==> config.mk <==
export PLATFORM = sky130hd
export DESIGN_NAME = fft_length_radix_factorizer_core_flat
export DESIGN_NICKNAME = d
export VERILOG_FILES = /design/src/hdl/fflrf_pkg.sv /design/src/hdl/fflrf_if.sv /design/src/hdl/fflrf_datapath.sv /design/src/hdl/fflrf_controller.sv /design/src/hdl/fft_length_radix_factorizer_core.sv /design/src/flat_wrapper.sv
export SDC_FILE = /design/constraint.sdc
export NUM_CORES = 1
export LEC_CHECK = 0
export CORE_MARGIN = 3
export CORE_UTILIZATION = 35
export CTS_CLUSTER_SIZE = 30
export DETAILED_ROUTE_END_ITERATION = 10
export DONT_BUFFER_PORTS = 1
export MAX_ROUTING_LAYER = met4
export SYNTH_ARGS = -nofsm -noshare
export SYNTH_HDL_FRONTEND = slang
export SYNTH_SLANG_ARGS = --single-unit
export TNS_END_PERCENT = 20
==> constraint.sdc <==
create_clock -name clk -period 23.4 [get_ports clk]
set_clock_uncertainty 0.2 [all_clocks]
set_input_delay 7.02 -clock clk [delete_from_list [all_inputs] [get_ports clk]]
set_output_delay 7.02 -clock clk [all_outputs]
set_load 0.05 [all_outputs]
==> src/hdl/fflrf_pkg.sv <==
// ----------------------------------------------------------------------------
// fflrf_pkg: shared definitions of the FFT length radix factorizer
// Radix table, exact-division inverses, status codes and the command and
// status structs that join the controller and the datapath.
// ----------------------------------------------------------------------------
package fflrf_pkg;

	// Defaults of the top-level parameters.
	localparam int DEFAULT_LENGTH_BITS = 32;
	localparam int DEFAULT_MAX_STAGES  = 32;

	// Fixed field widths of the result items.
	localparam int LENGTH_W    = 32;
	localparam int RADIX_W     = 5;
	localparam int INDEX_W     = 5;
	localparam int STATUS_W    = 2;

	// Radix set, tried in ascending order.
	localparam int RADIX_COUNT = 8;
	localparam int PTR_W       = 3;

	localparam logic [RADIX_W-1:0] RADIX_VALUE [RADIX_COUNT] = '{
		5'd2, 5'd3, 5'd5, 5'd7, 5'd11, 5'd13, 5'd17, 5'd19
	};

	// Multiplicative inverses modulo 2^32 of the odd radices. The entry of
	// radix two is not used: that radix is tested on the low bit.
	localparam logic [LENGTH_W-1:0] RADIX_INV [RADIX_COUNT] = '{
		32'h0000_0001, 32'hAAAA_AAAB, 32'hCCCC_CCCD, 32'hB6DB_6DB7,
		32'hBA2E_8BA3, 32'hC4EC_4EC5, 32'hF0F0_F0F1, 32'h286B_CA1B
	};

	// Result status codes.
	typedef enum logic [STATUS_W-1:0] {
		STATUS_OK       = 2'd0,
		STATUS_LEFTOVER = 2'd1,
		STATUS_EMPTY    = 2'd2,
		STATUS_ZERO     = 2'd3
	} status_t;

	// Commands from the controller to the datapath.
	typedef struct packed {
		logic    load;        // capture a new length, clear pointer and count
		logic    mul;         // form the exact-division product
		logic    take;        // divide by the current radix and record the stage
		logic    next_radix;  // move on to the next radix
		logic    set_err;     // mark the item as an error with err_code
		status_t err_code;
		logic    start_emit;  // point at the first stage
		logic    adv_emit;    // point at the next stage
	} dp_cmd_t;

	// Status from the datapath to the controller.
	typedef struct packed {
		logic rem_zero;
		logic rem_one;
		logic divisible;
		logic full;
		logic ptr_last;
		logic count_zero;
		logic emit_last;
		logic err;
	} dp_stat_t;

endpackage

==> src/hdl/fflrf_if.sv <==
// ----------------------------------------------------------------------------
// fflrf_if: channel interfaces of the FFT length radix factorizer
// Valid/ready channels for the transform lengths and the radix results.
// ----------------------------------------------------------------------------
interface fflrf_len_if;
	logic                           valid;
	logic                           ready;
	logic [fflrf_pkg::LENGTH_W-1:0] fft_length;

	modport source (output valid, output fft_length, input ready);
	modport sink (input valid, input fft_length, output ready);
endinterface

interface fflrf_res_if;
	logic                           valid;
	logic                           ready;
	logic [fflrf_pkg::RADIX_W-1:0]  radix;
	logic [fflrf_pkg::INDEX_W-1:0]  stage_index;
	logic                           is_last;
	logic [fflrf_pkg::STATUS_W-1:0] status;

	modport source (output valid, output radix, output stage_index, output is_last,
		output status, input ready);
	modport sink (input valid, input radix, input stage_index, input is_last,
		input status, output ready);
endinterface

==> src/hdl/fflrf_datapath.sv <==
// ----------------------------------------------------------------------------
// fflrf_datapath: trial-division datapath
// Holds the remaining value, the radix pointer and the stage list, tests
// divisibility by exact-division multiplication and forms the result fields.
// ----------------------------------------------------------------------------
module fflrf_datapath #(
	parameter int LENGTH_BITS = fflrf_pkg::DEFAULT_LENGTH_BITS,
	parameter int MAX_STAGES  = fflrf_pkg::DEFAULT_MAX_STAGES
) (
	input  logic                           clk,
	input  logic                           arst_n,
	input  fflrf_pkg::dp_cmd_t             cmd,
	output fflrf_pkg::dp_stat_t            stat,
	input  logic [fflrf_pkg::LENGTH_W-1:0] fft_length,
	output logic [fflrf_pkg::RADIX_W-1:0]  radix,
	output logic [fflrf_pkg::INDEX_W-1:0]  stage_index,
	output logic                           is_last,
	output logic [fflrf_pkg::STATUS_W-1:0] status
);

	localparam int L  = LENGTH_BITS;
	localparam int IW = (MAX_STAGES > 1) ? $clog2(MAX_STAGES) : 1;
	localparam int CW = $clog2(MAX_STAGES + 1);
	localparam logic [L-1:0] MASK = {L{1'b1}};

	// Largest quotient an exact division by each radix can give.
	localparam logic [L-1:0] DIV_LIMIT [fflrf_pkg::RADIX_COUNT] = '{
		MASK >> 1, MASK / 3, MASK / 5, MASK / 7,
		MASK / 11, MASK / 13, MASK / 17, MASK / 19
	};

	logic [L-1:0]                  rem_q;
	logic [L-1:0]                  prod_q;
	logic [fflrf_pkg::PTR_W-1:0]   ptr_q;
	logic [CW-1:0]                 count_q;
	logic [IW-1:0]                 idx_q;
	logic                          err_q;
	fflrf_pkg::status_t            err_code_q;
	logic [fflrf_pkg::PTR_W-1:0]   stage_q [MAX_STAGES];

	logic [L-1:0]                  prod_low;
	logic [L-1:0]                  inv;
	logic                          divisible;
	logic [L-1:0]                  quotient;

	// Exact-division product: for an odd radix the low half equals the
	// quotient whenever the radix divides the value.
	assign inv      = fflrf_pkg::RADIX_INV[ptr_q][L-1:0];
	assign prod_low = rem_q * inv;

	// Divisibility test and quotient; radix two works on the low bit.
	always_comb begin
		if (ptr_q == '0) begin
			divisible = ~rem_q[0];
			quotient  = rem_q >> 1;
		end else begin
			divisible = (prod_q <= DIV_LIMIT[ptr_q]);
			quotient  = prod_q;
		end
	end

	// Control registers.
	always_ff @(posedge clk or negedge arst_n) begin
		if (!arst_n) begin
			rem_q      <= '0;
			ptr_q      <= '0;
			count_q    <= '0;
			idx_q      <= '0;
			err_q      <= 1'b0;
			err_code_q <= fflrf_pkg::STATUS_OK;
		end else begin
			if (cmd.load) begin
				rem_q   <= fft_length[L-1:0];
				ptr_q   <= '0;
				count_q <= '0;
				err_q   <= 1'b0;
			end
			if (cmd.take) begin
				rem_q   <= quotient;
				count_q <= count_q + CW'(1);
			end
			if (cmd.next_radix) begin
				ptr_q <= ptr_q + fflrf_pkg::PTR_W'(1);
			end
			if (cmd.set_err) begin
				err_q      <= 1'b1;
				err_code_q <= cmd.err_code;
			end
			if (cmd.start_emit) begin
				idx_q <= '0;
			end
			if (cmd.adv_emit) begin
				idx_q <= idx_q + IW'(1);
			end
		end
	end

	// Product register and stage list.
	always_ff @(posedge clk) begin
		if (cmd.mul) begin
			prod_q <= prod_low;
		end
		if (cmd.take) begin
			stage_q[count_q[IW-1:0]] <= ptr_q;
		end
	end

	// Status toward the controller.
	always_comb begin
		stat.rem_zero   = (rem_q == '0);
		stat.rem_one    = (rem_q == L'(1));
		stat.divisible  = divisible;
		stat.full       = (count_q == CW'(MAX_STAGES));
		stat.ptr_last   = (ptr_q == fflrf_pkg::PTR_W'(fflrf_pkg::RADIX_COUNT - 1));
		stat.count_zero = (count_q == '0);
		stat.emit_last  = (CW'(idx_q) + CW'(1) == count_q);
		stat.err        = err_q;
	end

	// Result fields; an error result carries its status, with is_last set and zero radix and index.
	always_comb begin
		if (err_q) begin
			radix       = '0;
			stage_index = '0;
			is_last     = 1'b1;
			status      = err_code_q;
		end else begin
			radix       = fflrf_pkg::RADIX_VALUE[stage_q[idx_q]];
			stage_index = fflrf_pkg::INDEX_W'(idx_q);
			is_last     = stat.emit_last;
			status      = fflrf_pkg::STATUS_OK;
		end
	end

endmodule

==> src/hdl/fflrf_controller.sv <==
// ----------------------------------------------------------------------------
// fflrf_controller: sequencer of the FFT length radix factorizer
// Steps the datapath through multiply and check cycles per radix trial and
// then hands out the results one transfer at a time.
// ----------------------------------------------------------------------------
module fflrf_controller (
	input  logic                clk,
	input  logic                arst_n,
	input  logic                in_valid,
	output logic                in_ready,
	output logic                out_valid,
	input  logic                out_ready,
	output fflrf_pkg::dp_cmd_t  cmd,
	input  fflrf_pkg::dp_stat_t stat
);

	typedef enum logic [3:0] {
		ST_IDLE = 4'b0001,
		ST_MUL  = 4'b0010,
		ST_CHK  = 4'b0100,
		ST_EMIT = 4'b1000
	} state_t;

	state_t state_q;
	state_t state_d;

	assign in_ready  = (state_q == ST_IDLE);
	assign out_valid = (state_q == ST_EMIT);

	// Next state and datapath commands.
	always_comb begin
		state_d        = state_q;
		cmd            = '0;
		cmd.err_code   = fflrf_pkg::STATUS_OK;
		case (state_q)
			ST_IDLE: begin
				if (in_valid) begin
					cmd.load = 1'b1;
					state_d  = ST_MUL;
				end
			end
			ST_MUL: begin
				if (stat.rem_zero) begin
					cmd.set_err  = 1'b1;
					cmd.err_code = fflrf_pkg::STATUS_ZERO;
					state_d      = ST_EMIT;
				end else begin
					cmd.mul = 1'b1;
					state_d = ST_CHK;
				end
			end
			ST_CHK: begin
				if (!stat.rem_one && stat.divisible) begin
					if (stat.full) begin
						// Stage budget spent while a radix still divides.
						cmd.set_err  = 1'b1;
						cmd.err_code = fflrf_pkg::STATUS_LEFTOVER;
						state_d      = ST_EMIT;
					end else begin
						cmd.take = 1'b1;
						state_d  = ST_MUL;
					end
				end else if (!stat.rem_one && !stat.ptr_last) begin
					cmd.next_radix = 1'b1;
					state_d        = ST_MUL;
				end else begin
					// Factoring is over: decide between the list and an error.
					state_d = ST_EMIT;
					if (!stat.rem_one) begin
						cmd.set_err  = 1'b1;
						cmd.err_code = fflrf_pkg::STATUS_LEFTOVER;
					end else if (stat.count_zero) begin
						cmd.set_err  = 1'b1;
						cmd.err_code = fflrf_pkg::STATUS_EMPTY;
					end else begin
						cmd.start_emit = 1'b1;
					end
				end
			end
			ST_EMIT: begin
				if (out_ready) begin
					if (stat.err || stat.emit_last) begin
						state_d = ST_IDLE;
					end else begin
						cmd.adv_emit = 1'b1;
					end
				end
			end
			default: begin
				state_d = ST_IDLE;
			end
		endcase
	end

	// State register.
	always_ff @(posedge clk or negedge arst_n) begin
		if (!arst_n) begin
			state_q <= ST_IDLE;
		end else begin
			state_q <= state_d;
		end
	end

endmodule

==> src/hdl/fft_length_radix_factorizer_core.sv <==
// ----------------------------------------------------------------------------
// fft_length_radix_factorizer_core: mixed-radix FFT length factorizer
// Splits a transform length into the radices 2,3,5,7,11,13,17,19 in
// ascending order and returns one result per stage, or a single error.
//
//   Channel   Dir  Payload                                  Transfer when
//   lengths   in   fft_length[31:0]                         valid && ready
//   results   out  radix[4:0] stage_index[4:0] is_last      valid && ready
//                  status[1:0]
//
// Each trial is a multiply step and then a check step, with one trial per
// stage found and one per radix tried; a zero length goes to its error
// straight from the multiply step. Results then go out one per cycle while
// the results channel is ready, and the next length can be taken in the
// cycle after the last result transfer. The registered exact-division
// product splits each trial into its multiply and check steps.
// Reset is asynchronous, active low, and returns the block to idle.
// A stalled results channel holds the current result; lengths are taken
// only while no item is in progress.
// ----------------------------------------------------------------------------
module fft_length_radix_factorizer_core #(
	parameter int LENGTH_BITS = fflrf_pkg::DEFAULT_LENGTH_BITS,
	parameter int MAX_STAGES  = fflrf_pkg::DEFAULT_MAX_STAGES
) (
	input logic         clk,
	input logic         arst_n,
	fflrf_len_if.sink   lengths,
	fflrf_res_if.source results
);

	fflrf_pkg::dp_cmd_t  cmd;
	fflrf_pkg::dp_stat_t stat;

	// Sequencer.
	fflrf_controller u_ctrl (
		.clk       (clk),
		.arst_n    (arst_n),
		.in_valid  (lengths.valid),
		.in_ready  (lengths.ready),
		.out_valid (results.valid),
		.out_ready (results.ready),
		.cmd       (cmd),
		.stat      (stat)
	);

	// Trial-division datapath.
	fflrf_datapath #(
		.LENGTH_BITS (LENGTH_BITS),
		.MAX_STAGES  (MAX_STAGES)
	) u_dp (
		.clk         (clk),
		.arst_n      (arst_n),
		.cmd         (cmd),
		.stat        (stat),
		.fft_length  (lengths.fft_length),
		.radix       (results.radix),
		.stage_index (results.stage_index),
		.is_last     (results.is_last),
		.status      (results.status)
	);

endmodule

==> src/flat_wrapper.sv <==
// flat-port wrapper written by rule: the top's interface ports become plain ports
module fft_length_radix_factorizer_core_flat 
#(
	parameter int LENGTH_BITS = fflrf_pkg::DEFAULT_LENGTH_BITS,
	parameter int MAX_STAGES  = fflrf_pkg::DEFAULT_MAX_STAGES
)
  (clk, arst_n, lengths_valid, lengths_fft_length, lengths_ready, results_valid, results_radix, results_stage_index, results_is_last, results_status, results_ready);
  fflrf_len_if lengths_i ();
  fflrf_res_if results_i ();
  input logic clk;
  input logic arst_n;
  input wire logic [$bits(lengths_i.valid)-1:0] lengths_valid;
  input wire logic [$bits(lengths_i.fft_length)-1:0] lengths_fft_length;
  output wire logic [$bits(lengths_i.ready)-1:0] lengths_ready;
  output wire logic [$bits(results_i.valid)-1:0] results_valid;
  output wire logic [$bits(results_i.radix)-1:0] results_radix;
  output wire logic [$bits(results_i.stage_index)-1:0] results_stage_index;
  output wire logic [$bits(results_i.is_last)-1:0] results_is_last;
  output wire logic [$bits(results_i.status)-1:0] results_status;
  input wire logic [$bits(results_i.ready)-1:0] results_ready;
  assign lengths_i.valid = lengths_valid;
  assign lengths_i.fft_length = lengths_fft_length;
  assign lengths_ready = lengths_i.ready;
  assign results_valid = results_i.valid;
  assign results_radix = results_i.radix;
  assign results_stage_index = results_i.stage_index;
  assign results_is_last = results_i.is_last;
  assign results_status = results_i.status;
  assign results_i.ready = results_ready;
  fft_length_radix_factorizer_core #(.LENGTH_BITS(LENGTH_BITS), .MAX_STAGES(MAX_STAGES)) u_core (.clk(clk), .arst_n(arst_n), .lengths(lengths_i), .results(results_i));
endmodule
==> flow_summary.yaml <==
drt:
  wire_per_inst_microns: 23.1
  post_drt_via_cell_ratio: 5.28
  detailroute.via_count: 17200
  initialDrtViolationCount: 1368
  number_of_remaining_drc_errors: 0
  antenna_left: 0
  detail_route.wirelength_microns: 75000
  drt_pass1_iterations: 5
global_route:
  grt_util_all_layers_pct: 21.6
  grt_pass1_vias: 18500
  grt_start_max_net_pins: 71
  grt.overflow.total: 0
  antenna_found_initial: 3
  wire_length_of_the_first_global_routing_pass_microns: 116000
synthesis:
  syn-instance-count: 2360
  netlist_area_sq_um: 24400
  unique_masters_post_synth: 76
  synthArstFlopShare_pct: 29.3
  syn-num-nets: 2976
  synth-main-ff-cell: "sky130_fd_sc_hd__edfxtp_1"
  ys_seq_area_share_pct: 21.2
  synth_area_per_cell_sq_um: 10.3
  synthesis.yosys.warnings: 0
  synth_edf_count: 128
  synth.ff_latch_count: 181
cts:
  htreeDepth: 4
  tritoncts: "done"
  cts_buffer_depth: 2
  cts.hold.buffers_added: 0
  clk_latency_ns: 0.46
  clkSlewWorstSetupHoldPaths_ns: 0.07
  post-cts-setup-buffer-count: 0
  cts-root-buf: "sky130_fd_sc_hd__clkbuf_16"
  cts_buffers: 17
  cts_sinks: 181
  cts_repair_resizes: 0
finish:
  syn_to_final_growth_pct: 6.81
  fraction_of_final_layout_cells_with_drive_strength_greater_than_1_pct: 6.68
  layout.core_utilization_pct: 37.8
  postLayoutCellArea_sq_um: 26000
  filler_cell_count: 6786
  insertedDiodeCount: 0
  nNetsFinal: 2925
timing:
  whs_ns: 0.319
  rsz0062_at_grt: "false"
  hold_violations: 0
  relSlewSlack_pct: 22.8
  post-route-period-util_pct: 48.9
  worst_slew_pin_slew_ns: 1.16
  peak_freq_ghz: 0.0873
  finalSetupTns_ns: 0
  final-setup-viol-count: 0
  final.min_clock_period_ns: 11.45
  slew_viol_final: 0
setup_path:
  crit_path_max_fanout: 31
  crit-reg2reg-capture: "u_core.u_dp.prod_q[31]"
  end_kind: "primary output"
  r2r-start: "u_core.u_dp.ptr_q[2]"
  crit_top_cell: "sky130_fd_sc_hd__mux4_2"
  timing.critical_path.arrival_ns: 4.23
  r2r_worst_path_depth: 29
  worstSetupPathType: "flip-flop to primary output"
  setup.worst_path.start_class: "flip-flop"
  setup_slack_reg_to_reg_ns: 13.54
  cp_cell_sequence: "mux4_2 > mux4_2 > mux2_2 > inv_1 > ha_1 > nor2b_1 > a211oi_2"
  max_stage_delay_ns: 0.98
  critical-path-slowest-cell: "sky130_fd_sc_hd__dfrtp_2"
  worstPathRequired_ns: 16.18
pwr:
  power_per_cell_area_nw_per_um2: 94.2
  static-leakage-power_uw: 0.0122
  p_total_uw: 2450
  vdd_ir_drop_max_mv: 0.0796
placed_design:
  postPlaceCellArea_sq_um: 25400
  port-buffer-count: 0
  place.gp.congestion: 0.954
  detailed_place_hpwl_microns: 59000
floorplanning:
  core_region_area_sq_um: 68800
  boundaryPins: 51
  start_util_pct: 35.4
  die_height_microns: 270
  design.die.area_sq_um: 72900
  die_w_microns: 270
  number_of_rows_created_at_floorplan: 96
hold_path:
  hp-class: "flip-flop to flip-flop"
  min_delay_path_depth: 2
  min_delay_worst_endpoint: "u_core.u_dp.err_code_q[0]"
  worst_hold_startpoint: "u_core.u_dp.err_code_q[0]"
flow_run:
  max_cap_violations: 0
outcome:
  status: "completed"
[cell usage in the layout, fill, tap and decap left out, types with 5 or more instances in the layout]
cell type	instances
sky130_fd_sc_hd__ha_1	179
sky130_fd_sc_hd__mux4_2	30
sky130_fd_sc_hd__nand4_1	7
sky130_fd_sc_hd__or2_2	6
sky130_fd_sc_hd__a211oi_1	33
sky130_fd_sc_hd__o21a_1	8
sky130_fd_sc_hd__nor3_1	11
sky130_fd_sc_hd__and2_1	263
sky130_fd_sc_hd__o21ai_0	27
sky130_fd_sc_hd__nor4_1	9
sky130_fd_sc_hd__clkinv_8	5
sky130_fd_sc_hd__nor2_1	83
sky130_fd_sc_hd__a31oi_1	31
sky130_fd_sc_hd__clkbuf_16	17
sky130_fd_sc_hd__mux2i_1	6
sky130_fd_sc_hd__buf_4	45
sky130_fd_sc_hd__xnor2_1	75
sky130_fd_sc_hd__o22ai_1	6
sky130_fd_sc_hd__nor3_2	5
sky130_fd_sc_hd__dfrtp_1	50
sky130_fd_sc_hd__nor2b_1	36
sky130_fd_sc_hd__nand2_1	221
sky130_fd_sc_hd__fa_1	401
sky130_fd_sc_hd__xor2_1	17
sky130_fd_sc_hd__a21o_1	21
sky130_fd_sc_hd__nand2_2	5
sky130_fd_sc_hd__edfxtp_1	128
sky130_fd_sc_hd__nand2b_1	10
sky130_fd_sc_hd__inv_1	383
sky130_fd_sc_hd__o21ai_1	5
sky130_fd_sc_hd__and3_1	43
sky130_fd_sc_hd__nand3_1	15
sky130_fd_sc_hd__a21oi_1	56
[critical path, delay by kind of cell (launching register included)]
family                   cells  cell delay [ns]
adder cells (fa/ha/maj)      1             0.25
buffers and inverters        1             0.14
AND/OR/NAND/NOR              1             0.15
AO/OA/AOI/OAI                1             0.79
flip-flops                   1             0.98
multiplexers                 3             1.45
[registers in the layout (all words and copies together) (netlist names)]
signal                  cells
u_core.u_dp.idx_q           5
u_core.u_ctrl.state_q       4
u_core.u_dp.ptr_q           3
u_core.u_dp.stage_q        96
u_core.u_dp.err_q           1
u_core.u_dp.count_q         6
u_core.u_dp.rem_q          32
u_core.u_dp.err_code_q      2
u_core.u_dp.prod_q         32
[worst max path at each step]
stage                     slack, ns                to                 start  cells after the start
final                         11.95  results_radix[1]  u_core.u_dp.idx_q[0]                      7
after global routing          11.76  results_radix[1]  u_core.u_dp.idx_q[0]                      7
after CTS                     11.87  results_radix[1]  u_core.u_dp.idx_q[0]                      7
after detailed placement      12.37  results_radix[1]  u_core.u_dp.idx_q[0]                      7
after global placement        12.41  results_radix[1]  u_core.u_dp.idx_q[0]                      7
after floorplan               12.24  results_radix[1]  u_core.u_dp.idx_q[0]                      8
[cell type report]
class                           instances  area, sq um  area share, %
Sequential cell                       181         5170           19.9
Inverter                              388         1460           5.59
Clock buffer                           17          425           1.63
Clock inverter                         14          175          0.673
Tap cell                              931         1160           4.47
Timing Repair Buffer                   45          338           1.30
Multi-Input combinational cell       1676        17300           66.5
[Yosys cell counts, types with 31 or more instances]
cell	n	area share [%]
sky130_fd_sc_hd__nor2b_1	36	0.92
sky130_fd_sc_hd__and2_1	263	6.7
sky130_fd_sc_hd__nand2_1	221	3.4
sky130_fd_sc_hd__clkbuf_1	94	1.4
sky130_fd_sc_hd__and3_1	43	1.1
sky130_fd_sc_hd__dfrtp_1	52	5.3
sky130_fd_sc_hd__a21oi_1	58	1.2
sky130_fd_sc_hd__ha_1	179	9.2
sky130_fd_sc_hd__a31oi_1	31	0.80
sky130_fd_sc_hd__xnor2_1	75	2.7
sky130_fd_sc_hd__edfxtp_1	128	16
sky130_fd_sc_hd__inv_1	383	5.9
sky130_fd_sc_hd__a211oi_1	35	1.1
sky130_fd_sc_hd__fa_1	401	33
sky130_fd_sc_hd__nor2_1	84	1.3
[power by group]
| group | leakage, uW | internal, uW | switching, uW | total, uW |
|---|---|---|---|---|
| clock | 0.000285 | 145 | 146 | 291 |
| combinational | 0.0100 | 599 | 1030 | 1630 |
| sequential | 0.00186 | 436 | 91.7 | 528 |
| total | 0.0122 | 1180 | 1270 | 2450 |
[through the flow]
step                instances  worst slack [ns]
CTS                      3252             11.87
global placement         3221             12.41
finish                   3252             11.95
detailed placement       3221             12.37
floorplan                2360             12.24
global route             3252             11.76
[kinds of logic (layout without fill, tap and decap cells)]
group	after synthesis	in the layout	share of synthesized area [%]
compound gates	231	231	6.28
xor+xnor	95	95	3.53
fa+ha+maj	580	580	42.1
buf+inv	503	464	8.02
flops	181	181	21.2
mux	39	39	3.17
simple gates	731	731	15.7
[metal layers]
layer  vias up  part of all wire [%]  global-route usage [%]
met1      8953                    41                    28.0
met5         -                     0                       -
met3       129                   7.1                    3.14
met4         0                   3.3                    7.01
li1       7415                     -                       -
met2       661                    48                    35.1
(Power assumes the default switching activity.)
